--- config.mk ---
export PLATFORM = sky130hd
export DESIGN_NAME = stepper_valve_position_drive_core_flat
export DESIGN_NICKNAME = d
export VERILOG_FILES = /design/src/svpd_pkg.sv /design/src/svpd_cmd_if.sv /design/src/svpd_rsp_if.sv /design/src/svpd_cfg_regs.sv /design/src/svpd_motion.sv /design/src/stepper_valve_position_drive_core.sv /design/src/flat_wrapper.sv
export SDC_FILE = /design/constraint.sdc
export NUM_CORES = 1
export LEC_CHECK = 0
export BUFFER_PORTS_ARGS = -buffer_cell sky130_fd_sc_hd__buf_4
export CORE_ASPECT_RATIO = 0.6
export CORE_MARGIN = 10
export CORE_UTILIZATION = 41
export DETAILED_ROUTE_END_ITERATION = 8
export SYNTH_ARGS = -nofsm -noshare
export SYNTH_HDL_FRONTEND = slang
export SYNTH_SLANG_ARGS = --single-unit
--- constraint.sdc ---
create_clock -name clk -period 10.9 [get_ports clk]
set_input_delay 1.09 -clock clk [delete_from_list [all_inputs] [get_ports clk]]
set_output_delay 1.09 -clock clk [all_outputs]
set_load 0.02 [all_outputs]
--- src/svpd_pkg.sv ---
// shared types, constants and coil pattern table for the valve stepper drive
// no dependencies; imported by svpd_cfg_regs, svpd_motion and the top level
package svpd_pkg;

    localparam int POSITION_BITS = 16;
    localparam int OVERSHOOT_BITS = 8;
    localparam int COUNT_BITS = 16;
    localparam int CFG_WORD_BITS = 16;
    localparam int CFG_INDEX_BITS = 3;

    typedef logic [POSITION_BITS-1:0] pos_t;
    typedef logic [COUNT_BITS-1:0] count_t;
    typedef logic [OVERSHOOT_BITS-1:0] overshoot_t;
    typedef logic [2:0] phase_t;
    typedef logic [3:0] coil_t;

    typedef enum logic
    {
        OP_START = 1'b0,
        OP_TICK  = 1'b1
    } op_t;

    typedef enum logic [CFG_INDEX_BITS-1:0]
    {
        REG_ENABLED        = 3'd0,
        REG_NORMAL_OPEN    = 3'd1,
        REG_OVERRUN_LIMIT  = 3'd2,
        REG_ORIGIN_MARGIN  = 3'd3,
        REG_ZERO_APPROACH  = 3'd4
    } reg_index_t;

    localparam logic [15:0] ENABLED_RESET        = 16'd1;
    localparam logic [15:0] OVERRUN_LIMIT_RESET  = 16'd300;
    localparam logic [15:0] ORIGIN_MARGIN_RESET  = 16'd40;
    localparam logic [15:0] ZERO_APPROACH_RESET  = 16'd780;
    localparam count_t OVERRUN_MAX_RESET         = count_t'(300);

    typedef struct packed
    {
        logic        enabled;
        logic        normal_open;
        logic [15:0] overrun_limit;
        logic [15:0] origin_margin;
        logic [15:0] zero_approach;
    } cfg_t;

    typedef struct packed
    {
        logic        operation;
        logic [15:0] target_position;
        logic [7:0]  open_overshoot;
        logic        origin_sensor;
    } cmd_t;

    typedef struct packed
    {
        logic [3:0]  coils;
        logic        running;
        logic [15:0] position;
    } rsp_t;

    // half-step pattern: bit3 X1, bit2 X2, bit1 Y1, bit0 Y2
    function automatic coil_t coil_pattern(input phase_t phase);
        coil_t pattern;
        begin
            case (phase)
                3'd0:    pattern = 4'hA;
                3'd1:    pattern = 4'h2;
                3'd2:    pattern = 4'h6;
                3'd3:    pattern = 4'h4;
                3'd4:    pattern = 4'h5;
                3'd5:    pattern = 4'h1;
                3'd6:    pattern = 4'h9;
                default: pattern = 4'h8;
            endcase
            return pattern;
        end
    endfunction

endpackage

--- src/svpd_cmd_if.sv ---
// command channel: valid/ready handshake carrying one input item
// depends on nothing
interface svpd_cmd_if;
    logic        valid;
    logic        ready;
    logic        operation;
    logic [15:0] target_position;
    logic [7:0]  open_overshoot;
    logic        origin_sensor;

    modport source (output valid, output operation, output target_position,
                    output open_overshoot, output origin_sensor, input ready);
    modport sink (input valid, input operation, input target_position,
                  input open_overshoot, input origin_sensor, output ready);
endinterface

--- src/svpd_rsp_if.sv ---
// result channel: valid/ready handshake carrying one result item
// depends on nothing
interface svpd_rsp_if;
    logic        valid;
    logic        ready;
    logic [3:0]  coils;
    logic        running;
    logic [15:0] position;

    modport source (output valid, output coils, output running, output position,
                    input ready);
    modport sink (input valid, input coils, input running, input position,
                  output ready);
endinterface

--- src/svpd_cfg_regs.sv ---
// configuration register file of the valve stepper drive, write only
// depends on svpd_pkg
module svpd_cfg_regs
    import svpd_pkg::*;
(
    input  logic                      clk,
    input  logic                      rst_n,
    input  logic                      cfg_we,
    input  logic [CFG_INDEX_BITS-1:0] cfg_index,
    input  logic [CFG_WORD_BITS-1:0]  cfg_data,
    output cfg_t                      cfg
);

    cfg_t cfg_reg;
    cfg_t cfg_next;

    always_comb
    begin
        cfg_next = cfg_reg;
        if (cfg_we)
        begin
            unique case (reg_index_t'(cfg_index))
                REG_ENABLED:        cfg_next.enabled = cfg_data[0];
                REG_NORMAL_OPEN:    cfg_next.normal_open = cfg_data[0];
                REG_OVERRUN_LIMIT:  cfg_next.overrun_limit = cfg_data[15:0];
                REG_ORIGIN_MARGIN:  cfg_next.origin_margin = cfg_data[15:0];
                REG_ZERO_APPROACH:  cfg_next.zero_approach = cfg_data[15:0];
                default:            cfg_next = cfg_reg;
            endcase
        end
    end

    always_ff @(posedge clk or negedge rst_n)
    begin
        if (!rst_n)
        begin
            cfg_reg.enabled        <= ENABLED_RESET[0];
            cfg_reg.normal_open    <= 1'b0;
            cfg_reg.overrun_limit  <= OVERRUN_LIMIT_RESET;
            cfg_reg.origin_margin  <= ORIGIN_MARGIN_RESET;
            cfg_reg.zero_approach  <= ZERO_APPROACH_RESET;
        end
        else
        begin
            cfg_reg <= cfg_next;
        end
    end

    assign cfg = cfg_reg;

endmodule

--- src/svpd_motion.sv ---
// motion state of the drive and its single-pass update for one item
// depends on svpd_pkg
module svpd_motion
    import svpd_pkg::*;
(
    input  logic clk,
    input  logic rst_n,
    input  cfg_t cfg,
    input  logic fire,
    input  cmd_t cmd,
    output rsp_t rsp
);

    logic       run_reg, run_next;
    pos_t       cur_reg, cur_next;
    pos_t       tgt_reg, tgt_next;
    count_t     cnt_reg, cnt_next;
    overshoot_t pend_reg, pend_next;
    phase_t     phase_reg, phase_next;
    pos_t       osp_reg, osp_next;
    logic       osf_reg, osf_next;
    count_t     com_reg, com_next;
    coil_t      coil_reg, coil_next;

    pos_t   tpos;
    pos_t   cur_inc;
    pos_t   cur_dec;
    phase_t phase_up;
    phase_t phase_down;
    pos_t   lim_raw;
    count_t lim_cap;

    assign tpos       = pos_t'(cmd.target_position);
    assign cur_inc    = cur_reg + pos_t'(1);
    assign cur_dec    = cur_reg - pos_t'(1);
    assign phase_up   = phase_reg + (cfg.normal_open ? 3'd7 : 3'd1);
    assign phase_down = phase_reg + (cfg.normal_open ? 3'd1 : 3'd7);
    assign lim_raw    = osp_reg - pos_t'(cfg.origin_margin);
    assign lim_cap    = (count_t'(lim_raw) > count_t'(cfg.overrun_limit)) ?
                        count_t'(cfg.overrun_limit) : count_t'(lim_raw);

    always_comb
    begin
        run_next   = run_reg;
        cur_next   = cur_reg;
        tgt_next   = tgt_reg;
        cnt_next   = cnt_reg;
        pend_next  = pend_reg;
        phase_next = phase_reg;
        osp_next   = osp_reg;
        osf_next   = osf_reg;
        com_next   = com_reg;
        coil_next  = coil_reg;

        case (op_t'(cmd.operation))
            OP_START:
            begin
                if (!run_reg && cur_reg != tpos)
                begin
                    run_next = 1'b1;
                    if (tpos == '0)
                    begin
                        // homing: push position up by the approach distance
                        cur_next = cur_reg + pos_t'(cfg.zero_approach);
                        cnt_next = '0;
                        tgt_next = '0;
                    end
                    else if (cur_reg >= tpos)
                    begin
                        cnt_next  = '0;
                        pend_next = '0;
                        tgt_next  = tpos;
                    end
                    else
                    begin
                        pend_next = cmd.open_overshoot;
                        tgt_next  = tpos + pos_t'(cmd.open_overshoot);
                    end
                end
            end
            default:
            begin
                if (cfg.enabled)
                begin
                    if (!run_reg)
                    begin
                        coil_next = '0;
                    end
                    else if (tgt_reg > cur_reg)
                    begin
                        // opening step, tracks the origin sensor
                        cur_next   = cur_inc;
                        phase_next = phase_up;
                        coil_next  = coil_pattern(phase_up);
                        if (cmd.origin_sensor)
                        begin
                            osp_next = cur_inc;
                            osf_next = 1'b1;
                        end
                        else if (osf_reg)
                        begin
                            com_next = lim_cap;
                        end
                    end
                    else if (tgt_reg < cur_reg)
                    begin
                        if (cmd.origin_sensor && cnt_reg >= com_reg)
                        begin
                            // overrun done on the sensor: home reached
                            tgt_next  = '0;
                            cur_next  = '0;
                            cnt_next  = '0;
                            run_next  = 1'b0;
                            coil_next = '0;
                        end
                        else
                        begin
                            if (cmd.origin_sensor)
                            begin
                                cnt_next = cnt_reg + count_t'(1);
                            end
                            cur_next   = cur_dec;
                            phase_next = phase_down;
                            if (cur_dec == '0)
                            begin
                                cnt_next  = '0;
                                tgt_next  = '0;
                                run_next  = 1'b0;
                                coil_next = '0;
                            end
                            else
                            begin
                                coil_next = coil_pattern(phase_down);
                            end
                        end
                    end
                    else if (tgt_reg != '0 && pend_reg != '0)
                    begin
                        // overshoot reached: turn back to the real target
                        tgt_next  = tgt_reg - pos_t'(pend_reg);
                        pend_next = '0;
                    end
                    else
                    begin
                        cnt_next  = '0;
                        run_next  = 1'b0;
                        coil_next = '0;
                    end
                end
            end
        endcase
    end

    always_ff @(posedge clk or negedge rst_n)
    begin
        if (!rst_n)
        begin
            run_reg   <= 1'b0;
            cur_reg   <= '0;
            tgt_reg   <= '0;
            cnt_reg   <= '0;
            pend_reg  <= '0;
            phase_reg <= '0;
            osp_reg   <= '0;
            osf_reg   <= 1'b0;
            com_reg   <= OVERRUN_MAX_RESET;
            coil_reg  <= '0;
        end
        else if (fire)
        begin
            run_reg   <= run_next;
            cur_reg   <= cur_next;
            tgt_reg   <= tgt_next;
            cnt_reg   <= cnt_next;
            pend_reg  <= pend_next;
            phase_reg <= phase_next;
            osp_reg   <= osp_next;
            osf_reg   <= osf_next;
            com_reg   <= com_next;
            coil_reg  <= coil_next;
        end
    end

    assign rsp.coils    = cfg.enabled ? coil_next : 4'h0;
    assign rsp.running  = run_next;
    assign rsp.position = 16'(cur_next);

endmodule

--- src/stepper_valve_position_drive_core.sv ---
// top level of the valve stepper drive: input register, motion update, result register
// depends on svpd_pkg, svpd_cmd_if, svpd_rsp_if, svpd_cfg_regs, svpd_motion

// Half-step valve stepper drive. Each command item is either a start (sets a
// target; target 0 homes the valve onto the hall origin sensor) or a tick (one
// motor pulse toward the target). Every item yields exactly one result item
// with the coil pattern, the running flag and the current position. The block
// takes one item per clock cycle while its results are taken. An accepted item
// passes through the input register and then the result register, which
// offers its result; the state update in between is a single pass of
// compares and 16-bit increments. A result that is not taken holds the next
// item in the input register, and the input stalls only while both are full.
// Configuration registers are written through a plain write port and should
// only change while no item is in flight.
module stepper_valve_position_drive_core
    import svpd_pkg::*;
(
    input  logic                      clk,
    input  logic                      rst_n,
    svpd_cmd_if.sink                  cmd,
    svpd_rsp_if.source                rsp,
    input  logic                      cfg_we,
    input  logic [CFG_INDEX_BITS-1:0] cfg_index,
    input  logic [CFG_WORD_BITS-1:0]  cfg_data
);

    cfg_t cfg;

    // input register stage
    logic cmd_valid_reg;
    cmd_t cmd_item_reg;

    // result register stage
    logic rsp_valid_reg;
    rsp_t rsp_item_reg;
    rsp_t rsp_item_next;

    logic fire;

    svpd_cfg_regs u_cfg_regs
    (
        .clk       (clk),
        .rst_n     (rst_n),
        .cfg_we    (cfg_we),
        .cfg_index (cfg_index),
        .cfg_data  (cfg_data),
        .cfg       (cfg)
    );

    // the item in the input register is processed when the result slot is free
    // or being emptied in this same cycle
    assign fire      = cmd_valid_reg && (!rsp_valid_reg || rsp.ready);
    assign cmd.ready = !cmd_valid_reg || fire;

    always_ff @(posedge clk or negedge rst_n)
    begin
        if (!rst_n)
        begin
            cmd_valid_reg <= 1'b0;
        end
        else if (cmd.ready)
        begin
            cmd_valid_reg <= cmd.valid;
        end
    end

    always_ff @(posedge clk)
    begin
        if (cmd.valid && cmd.ready)
        begin
            cmd_item_reg.operation       <= cmd.operation;
            cmd_item_reg.target_position <= cmd.target_position;
            cmd_item_reg.open_overshoot  <= cmd.open_overshoot;
            cmd_item_reg.origin_sensor   <= cmd.origin_sensor;
        end
    end

    // motion state lives here; it commits on fire
    svpd_motion u_motion
    (
        .clk   (clk),
        .rst_n (rst_n),
        .cfg   (cfg),
        .fire  (fire),
        .cmd   (cmd_item_reg),
        .rsp   (rsp_item_next)
    );

    always_ff @(posedge clk or negedge rst_n)
    begin
        if (!rst_n)
        begin
            rsp_valid_reg <= 1'b0;
        end
        else if (fire)
        begin
            rsp_valid_reg <= 1'b1;
        end
        else if (rsp.ready)
        begin
            rsp_valid_reg <= 1'b0;
        end
    end

    always_ff @(posedge clk)
    begin
        if (fire)
        begin
            rsp_item_reg <= rsp_item_next;
        end
    end

    assign rsp.valid    = rsp_valid_reg;
    assign rsp.coils    = rsp_item_reg.coils;
    assign rsp.running  = rsp_item_reg.running;
    assign rsp.position = rsp_item_reg.position;

endmodule
--- src/flat_wrapper.sv ---
// flat-port wrapper written by rule: the top's interface ports become plain ports
module stepper_valve_position_drive_core_flat import svpd_pkg::*;
  (clk, rst_n, cfg_we, cfg_index, cfg_data, cmd_valid, cmd_operation, cmd_target_position, cmd_open_overshoot, cmd_origin_sensor, cmd_ready, rsp_valid, rsp_coils, rsp_running, rsp_position, rsp_ready);
  svpd_cmd_if cmd_i ();
  svpd_rsp_if rsp_i ();
  input  logic clk;
  input  logic rst_n;
  input  logic cfg_we;
  input  logic [CFG_INDEX_BITS-1:0] cfg_index;
  input  logic [CFG_WORD_BITS-1:0] cfg_data;
  input wire logic [$bits(cmd_i.valid)-1:0] cmd_valid;
  input wire logic [$bits(cmd_i.operation)-1:0] cmd_operation;
  input wire logic [$bits(cmd_i.target_position)-1:0] cmd_target_position;
  input wire logic [$bits(cmd_i.open_overshoot)-1:0] cmd_open_overshoot;
  input wire logic [$bits(cmd_i.origin_sensor)-1:0] cmd_origin_sensor;
  output wire logic [$bits(cmd_i.ready)-1:0] cmd_ready;
  output wire logic [$bits(rsp_i.valid)-1:0] rsp_valid;
  output wire logic [$bits(rsp_i.coils)-1:0] rsp_coils;
  output wire logic [$bits(rsp_i.running)-1:0] rsp_running;
  output wire logic [$bits(rsp_i.position)-1:0] rsp_position;
  input wire logic [$bits(rsp_i.ready)-1:0] rsp_ready;
  assign cmd_i.valid = cmd_valid;
  assign cmd_i.operation = cmd_operation;
  assign cmd_i.target_position = cmd_target_position;
  assign cmd_i.open_overshoot = cmd_open_overshoot;
  assign cmd_i.origin_sensor = cmd_origin_sensor;
  assign cmd_ready = cmd_i.ready;
  assign rsp_valid = rsp_i.valid;
  assign rsp_coils = rsp_i.coils;
  assign rsp_running = rsp_i.running;
  assign rsp_position = rsp_i.position;
  assign rsp_i.ready = rsp_ready;
  stepper_valve_position_drive_core u_core (.clk(clk), .rst_n(rst_n), .cmd(cmd_i), .rsp(rsp_i), .cfg_we(cfg_we), .cfg_index(cfg_index), .cfg_data(cfg_data));
endmodule
======== After elaboration in Yosys (flattened, before gate mapping) ========
Index checks and enable logic that the tools add are counted.
storage, ports and cells
  register bits after elaboration ......... 196
  word-level logic and storage cells ...... 166
  output and inout port bits .............. 23
  bits of input ports ..................... 50
operators by class
  reductions and logical operators ........ 32
  equal/unequal tests ..................... 28
  bitwise operators ....................... 1
  magnitude comparators ................... 5
  muxes and demuxes ....................... 67
  $add $sub $neg .......................... 9
operators with widths
  kind                     count
  $mux W16                 32
  $mux W8                  9
  $pmux W4 S7              2
  $add A16 B1 Y16 const B  2
  $ge A16 B16 Y1           2
  $gt A16 B16 Y1           2
  $logic_not A16 Y1        2
  $mux W4                  8
  $eq A3 B3 Y1 const B     7
  $eq A3 B2 Y1 const B     6
  $add A16 B16 Y16         1
  $add A16 B8 Y16          1
  $lt A16 B16 Y1           1
  $ne A16 B16 Y1           1
  $reduce_and A8 Y1        2
  $reduce_bool A16 Y1      1
  $sub A16 B1 Y16 const B  1
  $sub A16 B16 Y16         1
  $sub A16 B8 Y16          1
  $mux W3                  5
  $reduce_and A7 Y1        2
  $ne A2 B2 Y1 const B     6
  $reduce_and A6 Y1        2
  $mux W1                  11
  15 further kinds         34

======== Longest topological paths before layout ========
Gate-level depths: netlist of run 1.
  depth in word-level cells ............... 11
  mapped depth ............................ 19
  depth with buffers taken out ............ 18

======== Modules after synthesis ========
A second synthesis of run 1 with hierarchy kept.
second synthesis, totals
  cell total of the unflattened synthesis .. 1441
  area total of the unflattened synthesis .. 13555.5 um^2
modules (own cells, without submodules)
  module                             instances  area each (um^2)  cells an instance  sequential area each (um^2)
  svpd_motion                        1          10048.4           1276               2432.3
  svpd_cfg_regs                      1          1991.9            110                1265.0
  stepper_valve_position_drive_core  1          1515.2            55                 1461.4

======== Least setup slack after synthesis of run 1 ========
No wires, ideal clock.
  kind .................................... flip-flop to flip-flop
  from .................................... register u_core.u_cfg_regs.cfg_reg, in the netlist u_core.u_cfg_regs.cfg[19]
  to ...................................... register u_core.u_motion.com_reg[10]
  cell stages (with the launch flop) ...... 19
  arrival ................................. 4.097 ns
  setup slack ............................. 6.666 ns
  required time ........................... 10.763 ns
  clock period less this slack ............ 4.234 ns
  setup time .............................. 0.137 ns
  path through ............................ dfstp_2 -> inv_1 -> ha_1 -> a21o_1 -> a21oi_1 -> a211oi_1 -> nor3_1 -> o31ai_1 -> xor2_1 -> ha_1 -> a21o_1 -> a21o_1 -> a21oi_1 -> o21ai_0 -> a311o_1 -> o211ai_1 -> clkbuf_1 -> mux2i_1 -> a21oi_1
on the way
  cells in the longest elaborated chain, start to end .. 3
RTL lines
  what                    RTL line             source
  start, declared         svpd_cfg_regs.sv:14  cfg_t cfg_reg;
  start signal, assigned  svpd_cfg_regs.sv:45  cfg_reg <= cfg_next;
  $sub A16 B16 Y16 *      svpd_motion.sv:38    assign lim_raw = osp_reg - pos_t'(cfg.origin_margin);
  $gt A16 B16 Y1          svpd_motion.sv:39    assign lim_cap = (count_t'(lim_raw) > count_t'(cfg.overrun_limit)) ?
  $mux W16 *              svpd_motion.sv:39
  end signal, assigned    svpd_motion.sv:179   com_reg <= com_next;
  end, declared           svpd_motion.sv:22    count_t com_reg, com_next;
Every way passes the cells marked *; elsewhere a longest branch is shown, timed or not.
A chain may end at the register's enable or synchronous reset.

======== Final worst setup path of run 1 ========
  from .................................... register u_core.u_motion.cur_reg[15]
  to ...................................... register u_core.u_motion.tgt_reg[13]
on the way
  cells in the longest elaborated chain, start to end .. 6
  elaborated cells between the ends (all ways) .. 20
RTL lines
  what                                                     RTL line            source
  start, declared                                          svpd_motion.sv:15   pos_t cur_reg, cur_next;
  start signal, assigned                                   svpd_motion.sv:172  cur_reg <= cur_next;
  branches (longest 6 deep; another with $sub A16 B1 Y16)  n/a
  end signal, assigned                                     svpd_motion.sv:173  tgt_reg <= tgt_next;
  end, declared                                            svpd_motion.sv:16   pos_t tgt_reg, tgt_next;
Several ways; the timed one is not identified. The select of a mux whose other input is x is not followed.

==> impl_metrics.py, run 1 <==
metrics = {
    "power_and_ir_drop": {
        "p_int_mw": 2.21,
        "clockPowerShare": 0.145,
        "power_density_mw_per_mm2": 276,
        "switching_power_mw": 2.01,
        "pwr-share-comb": 0.573,
        "swShare": 0.476,
        "peakVddDrop_v": 0.000133,
        "leakage_nw": 6.57,
        "seqPwrFrac": 0.282,
    },
    "global_route": {
        "grt_max_degree": 87,
        "antenna_found_initial": 2,
        "grt_pass1_wl_um": 66900,
        "grt_pass1_vias": 10700,
        "overflow": 0,
        "grt_usage": 0.209,
    },
    "place": {
        "place.detailed.hpwl_um": 34700,
        "gp_congestion": 0.965,
        "dp_slack_ps": 6020,
        "io_buffers": 72,
    },
    "clock_tree": {
        "clk_path_buf_depth": 2,
        "cts_root_buffer": "clkbuf_16",
        "hold_buffers": 0,
        "htreeDepth": 4,
        "cts_setup_buffers": 0,
        "numCtsBuffers": 17,
        "cts_tree": "yes",
        "clkTransAtPathRegs_ps": 70,
        "ctsResizeCount": 0,
        "insertion_delay_ps": 460,
        "cts_sinks": 196,
    },
    "layout": {
        "fin_nets": 1701,
        "mostFrequentLayoutCell": "dfrtp_1",
        "largest_reg_flops": 50,
        "seq_area_mm2": 0.00516,
        "area_growth_pct": 11.6,
        "multi_input_comb_area_mm2": 0.00791,
        "fill_cells": 3157,
        "final_cell_mix": "134 x dfrtp_1, 123 x ha_1, 115 x inv_1",
        "layout-drive-gt1-share": 0.134,
    },
    "worst_hold_path": {
        "hp-start": "u_core.u_motion.osf_reg$_DFFE_PN0P_",
        "hold_path_depth": 1,
        "min_path_type": "flip-flop to flip-flop",
        "min_to": "u_core.u_motion.osf_reg$_DFFE_PN0P_",
    },
    "route": {
        "drtIter0Drc": 1096,
        "vias_per_cell": 5.88,
        "dr.pass1.iters": 5,
        "vias": 11700,
        "drc": 0,
        "wl_per_cell_um": 22.3,
        "postRouteAntennaNets": 0,
        "routed_wl_um": 44300,
    },
    "logic_synthesis": {
        "synthDistinctLibCells": 88,
        "ys_seq_area_frac": 0.377,
        "mappedNetlistArea_mm2": 0.0137,
        "mappedNetlistNets": 1652,
        "synth_edf_count": 47,
        "synth-seq-cells": 196,
        "yosysWarnings": 0,
        "async_reset_ff_frac": 0.760,
        "synth_ff_type": "dfrtp_1",
        "syn_inst": 1473,
        "postSynthAreaPerCell_um2": 9.30,
    },
    "die": {
        "die_area_mm2": 0.0414,
        "rows": 51,
        "die_h_um": 162,
        "die_x_um": 256,
        "core_mm2": 0.0327,
        "io_pins": 73,
        "start_util": 0.419,
    },
    "critical_path": {
        "crit_path_start_kind": "flip-flop",
        "cp.required_ps": 11240,
        "criticalPathCategory": "flip-flop to flip-flop",
        "critical_path_arrival_ps": 5360,
        "r2r_slack_ps": 5880,
        "path_cells": "inv_1 > ha_1 > nand4_1 > or4_4 > or2_0 > o31a_1 > buf_4 > o21ai_4 > and3_1 > o21ai_0 > a22o_1",
        "cp_slowest_stage_delay_ps": 910,
        "ff2ff_path_depth": 11,
        "r2r-end": "u_core.u_motion.tgt_reg[13]$_DFFE_PN0P_",
        "worstPathMaxFanout": 32,
        "cpMaxStageDelayCell": "and3_1",
        "critPathLaunch": "u_core.u_motion.cur_reg[15]$_DFFE_PN0P_",
        "endpoint_kind": "flip-flop",
        "r2r_start": "u_core.u_motion.cur_reg[15]$_DFFE_PN0P_",
    },
    "sta": {
        "maxSlewHeadroom": 0.261,
        "period_share": 0.460,
        "totalNegativeSetupSlack_ps": 0,
        "clock.fmax_mhz": 199,
        "holdWs_ps": 481,
        "setup_viol": 0,
        "drv_slew": 0,
        "setup_slack_ps": 5880,
        "fin_skew_ps": 14.7,
        "tightest_slew_ps": 1110,
        "hold_viol_final": 0,
        "finalCriticalPeriod_ps": 5020,
        "rsz0062_at_grt": "no",
    },
    "run_status": {
        "status": "finished clean",
    },
    "job": {
        "maxCapViolCount": 0,
    },
}
-- how the worst max path moves through the flow --
stage / to / slack, ps
5_1_grt: u_core.u_motion.com_reg[11]$_DFFE_PN0P_ / 5630
6_report: u_core.u_motion.tgt_reg[13]$_DFFE_PN0P_ / 5880
3_5_place_dp: u_core.u_motion.tgt_reg[8]$_DFFE_PN0P_ / 6020
4_1_cts: u_core.u_motion.com_reg[10]$_DFFE_PN0P_ / 5980
3_3_place_gp: u_core.u_motion.com_reg[12]$_DFFE_PN0P_ / 6100
2_1_floorplan: u_core.u_motion.com_reg[10]$_DFFE_PN0P_ / 6670
-- final cells by class --
| class | count | share of cell area |
|---|---|---|
| multi-input combinational | 1100 | 0.517 |
| tap | 450 | 0.0368 |
| sequential | 196 | 0.337 |
| clock buffer | 19 | 0.0292 |
| antenna | 1 | 0.000164 |
| clock inverter | 13 | 0.00622 |
| timing repair buffer | 89 | 0.0439 |
| inverter | 118 | 0.0290 |
-- Yosys cell counts (all sizes together), types with 30 or more instances --
library cell,number,area [µm²]
nand2,102,383
nand4,30,194
clkbuf,42,158
a21oi,105,533
inv,117,439
mux2i,36,360
dfrtp,134,3350
mux2,41,462
nand3,46,235
xnor2,49,429
edfxtp,47,1410
nor2,108,405
nor3,33,188
ha,123,1540
o21ai,92,472
-- metrics by stage --
| stage | total power [mW] | instance area [µm²] | utilization | std cells |
|---|---|---|---|---|
| 6_report | 4.22 | 15300 | 0.468 | 1986 |
| 5_1_grt | 4.52 | 15300 | 0.468 | 1985 |
| 4_1_cts | 4.17 | 15300 | 0.468 | 1985 |
| 3_5_place_dp | 3.54 | 14700 | 0.451 | 1953 |
| 3_3_place_gp | 3.51 | 14700 | 0.451 | 1953 |
| 2_1_floorplan | 2.83 | 13700 | - | 1473 |
-- cells by family (layout without fill, tap and decap cells) --
kind of cell	after synthesis	count (layout)	share of synthesized area
other	0	1	0
multiplexers	77	77	0.0600
AND/OR/NAND/NOR	435	435	0.160
buffers and inverters	177	239	0.0498
AO/OA/AOI/OAI	398	398	0.193
adder cells (fa/ha/maj)	129	129	0.121
flip-flops	196	196	0.377
XOR/XNOR	61	61	0.0390
-- per-layer routing --
metal | vias to the layer above | GRT usage | routed length (µm) | share of wire
met3 | 22 | 0.0752 | 4760 | 0.11
met2 | 453 | 0.253 | 16100 | 0.36
met1 | 5675 | 0.333 | 23100 | 0.52
li1 | 5521 | - | - | -
met5 | - | 0 | 13 | 0.00029
met4 | 2 | 0.0399 | 328 | 0.0074
-- critical path, delay by kind of cell (launching register included) --
kind	cells	cell delay [ps]
AOI/OAI and AO/OA	4	1050
adders and majority gates	1	350
buffers and inverters	2	460
DFF	1	640
and+or+nand+nor	4	2390
-- power groups by stage --
stage / Clock, mW / Sequential [mW] / Combinational (mW)
finish: 0.611 / 1.19 / 2.42
global route: 0.650 / 1.21 / 2.66
CTS: 0.625 / 1.18 / 2.36
detailed placement: 0 / 1.19 / 2.35
global placement: 0 / 1.19 / 2.32
floorplan: 0 / 1.09 / 1.74
(Power assumes the default switching activity.)
==> run 2: changes to the inputs <==
- clock period: 10.9 -> 4.6 ns (I/O delays scaled with it)
==> impl_metrics.py, run 2 (synthesis gave the netlist of run 1 again) <==
metrics = {
    "global_route": {
        "grt_pass1_wl_um": 67000,
        "grt_max_degree": 95,
        "grt_usage": 0.207,
        "grt_pass1_vias": 11100,
        "antenna_found_initial": 0,
        "overflow": 0,
    },
    "power_and_ir_drop": {
        "leakage_nw": 6.76,
        "pwr-share-comb": 0.592,
        "power_density_mw_per_mm2": 654,
        "peakVddDrop_v": 0.000465,
        "p_int_mw": 5.42,
        "swShare": 0.468,
        "switching_power_mw": 4.76,
        "seqPwrFrac": 0.263,
        "clockPowerShare": 0.145,
        "total_power_mw": 10.2,
    },
    "sta": {
        "period_share": 0.922,
        "hold_viol_final": 0,
        "maxSlewHeadroom": 0.294,
        "fin_skew_ps": 16.8,
        "holdWs_ps": 78.3,
        "tightest_slew_ps": 1060,
        "setup_slack_ps": 359,
        "setup_viol": 0,
        "finalCriticalPeriod_ps": 4240,
        "clock.fmax_mhz": 236,
        "rsz0062_at_grt": "no",
        "drv_slew": 0,
        "totalNegativeSetupSlack_ps": 0,
    },
    "worst_hold_path": {
        "min_path_type": "input port to asynchronous set/reset pin",
    },
    "place": {
        "io_buffers": 72,
        "placed_cell_area_mm2": 0.0150,
        "place.detailed.hpwl_um": 34500,
        "dp_cells": 1987,
        "dp_slack_ps": 371,
        "gp_congestion": 0.979,
    },
    "critical_path": {
        "cp_slowest_stage_delay_ps": 540,
        "cp-endpoint": "u_core.u_motion.com_reg[11]$_DFFE_PN0P_",
        "r2r_start": "u_core.u_cfg_regs.cfg[19]$_DFFE_PN1P_",
        "crit_path_start_kind": "flip-flop",
        "path_buf_inv": 2,
        "cp.required_ps": 4940,
        "path_cells": "inv_1 > ha_1 > a21o_1 > a21oi_1 > a211oi_2 > nor3_1 > o31ai_1 > xor2_1 > ha_1 > a21o_1 > a21o_1 > a21oi_1 > o21ai_0 > a311o_1 > o211ai_1 > buf_12 > mux2i_1 > a21oi_1",
        "critical_path_arrival_ps": 4580,
        "criticalPathCategory": "flip-flop to flip-flop",
        "r2r-end": "u_core.u_motion.com_reg[11]$_DFFE_PN0P_",
        "cp_top_family": "compound AO/OA/AOI/OAI gates",
        "r2r_slack_ps": 360,
        "worstPathMaxFanout": 17,
        "cp.depth": 18,
        "critPathLaunch": "u_core.u_cfg_regs.cfg[19]$_DFFE_PN1P_",
        "endpoint_kind": "flip-flop",
        "cpMaxStageDelayCell": "dfstp_2",
        "ff2ff_path_depth": 18,
    },
    "layout": {
        "finalNonFillerCells": 2019,
        "postLayoutCoreUtil": 0.477,
        "antenna_cells": 0,
        "mostFrequentLayoutCell": "dfrtp_1",
        "fill_cells": 3148,
        "finalInstanceArea_mm2": 0.0156,
        "final_cell_mix": "134 x dfrtp_1, 123 x ha_1, 121 x buf_4",
        "largest_reg_flops": 50,
        "area_growth_pct": 13.6,
        "layout-drive-gt1-share": 0.154,
        "fin_nets": 1735,
    },
    "route": {
        "vias_per_cell": 5.85,
        "vias": 11800,
        "drc": 0,
        "wl_per_cell_um": 21.5,
        "drtIter0Drc": 1187,
        "dr.pass1.iters": 6,
        "postRouteAntennaNets": 0,
        "routed_wl_um": 43400,
    },
    "clock_tree": {
        "cts_setup_buffers": 0,
        "numCtsBuffers": 17,
        "htreeDepth": 4,
        "cts_tree": "yes",
        "insertion_delay_ps": 460,
        "cts_root_buffer": "clkbuf_16",
        "clk_path_buf_depth": 2,
        "cts_sinks": 196,
        "clkTransAtPathRegs_ps": 80,
    },
    "die": {
        "die_x_um": 256,
        "io_pins": 73,
        "rows": 51,
        "die_h_um": 162,
        "core_mm2": 0.0327,
        "start_util": 0.419,
        "die_area_mm2": 0.0414,
    },
    "job": {
        "maxCapViolCount": 0,
    },
    "run_status": {
        "status": "finished clean",
    },
}
==> run 2: changes by cell type in the layout (fill, tap and decap cells not counted), sizes merged <==
cell	change
inv	-2
clkinv	+2
buf	+34
diode	-1
==> run 2: timing repair <==
item,CTS,global route
setup endpoints to repair,0,6
gates resized for setup,0,2
hold endpoints to repair,0,0
hold buffers,0,0
==> run 2: final cells by class <==
class,instances,area [µm²],share of cell area
Sequential cell,196,5160,0.331
Tap cell,450,563,0.0362
Timing Repair Buffer,123,940,0.0604
Inverter,118,443,0.0284
Clock inverter,13,121,0.00780
Multi-Input combinational cell,1100,7900,0.507
Clock buffer,19,443,0.0284
==> run 2: worst min path at each step <==
| stage | startpoint | end | slack, ps | cells after the start |
|---|---|---|---|---|
| final | rst_n | u_core.u_cfg_regs.cfg[14]$_DFFE_PN0P_ | 80 | 1 |
| after global routing | rst_n | u_core.u_motion.cnt_reg[5]$_DFFE_PN0P_ | 150 | 1 |
| after CTS | rst_n | u_core.u_motion.cnt_reg[10]$_DFFE_PN0P_ | 110 | 1 |
| after detailed placement | u_core.u_motion.osf_reg$_DFFE_PN0P_ | u_core.u_motion.osf_reg$_DFFE_PN0P_ | 450 | 1 |
| after global placement | u_core.u_motion.osf_reg$_DFFE_PN0P_ | u_core.u_motion.osf_reg$_DFFE_PN0P_ | 450 | 1 |
| after floorplan | rst_n | u_core.cmd_valid_reg$_DFFE_PN0N_ | 160 | 0 |
==> run 2: routing by layer <==
metal	wire [µm]	track usage
met3	5150	0.0836
met1	21900	0.319
met4	394	0.0402
met5	0	0
met2	16000	0.258
==> run 2: power groups by stage <==
stage	registers, mW	clock network, mW	logic (mW)
detailed placement	2.69	0	5.85
finish	2.68	1.47	6.03
floorplan	2.58	0	4.13
CTS	2.67	1.50	5.89
global placement	2.69	0	5.76
global route	2.73	1.57	6.64
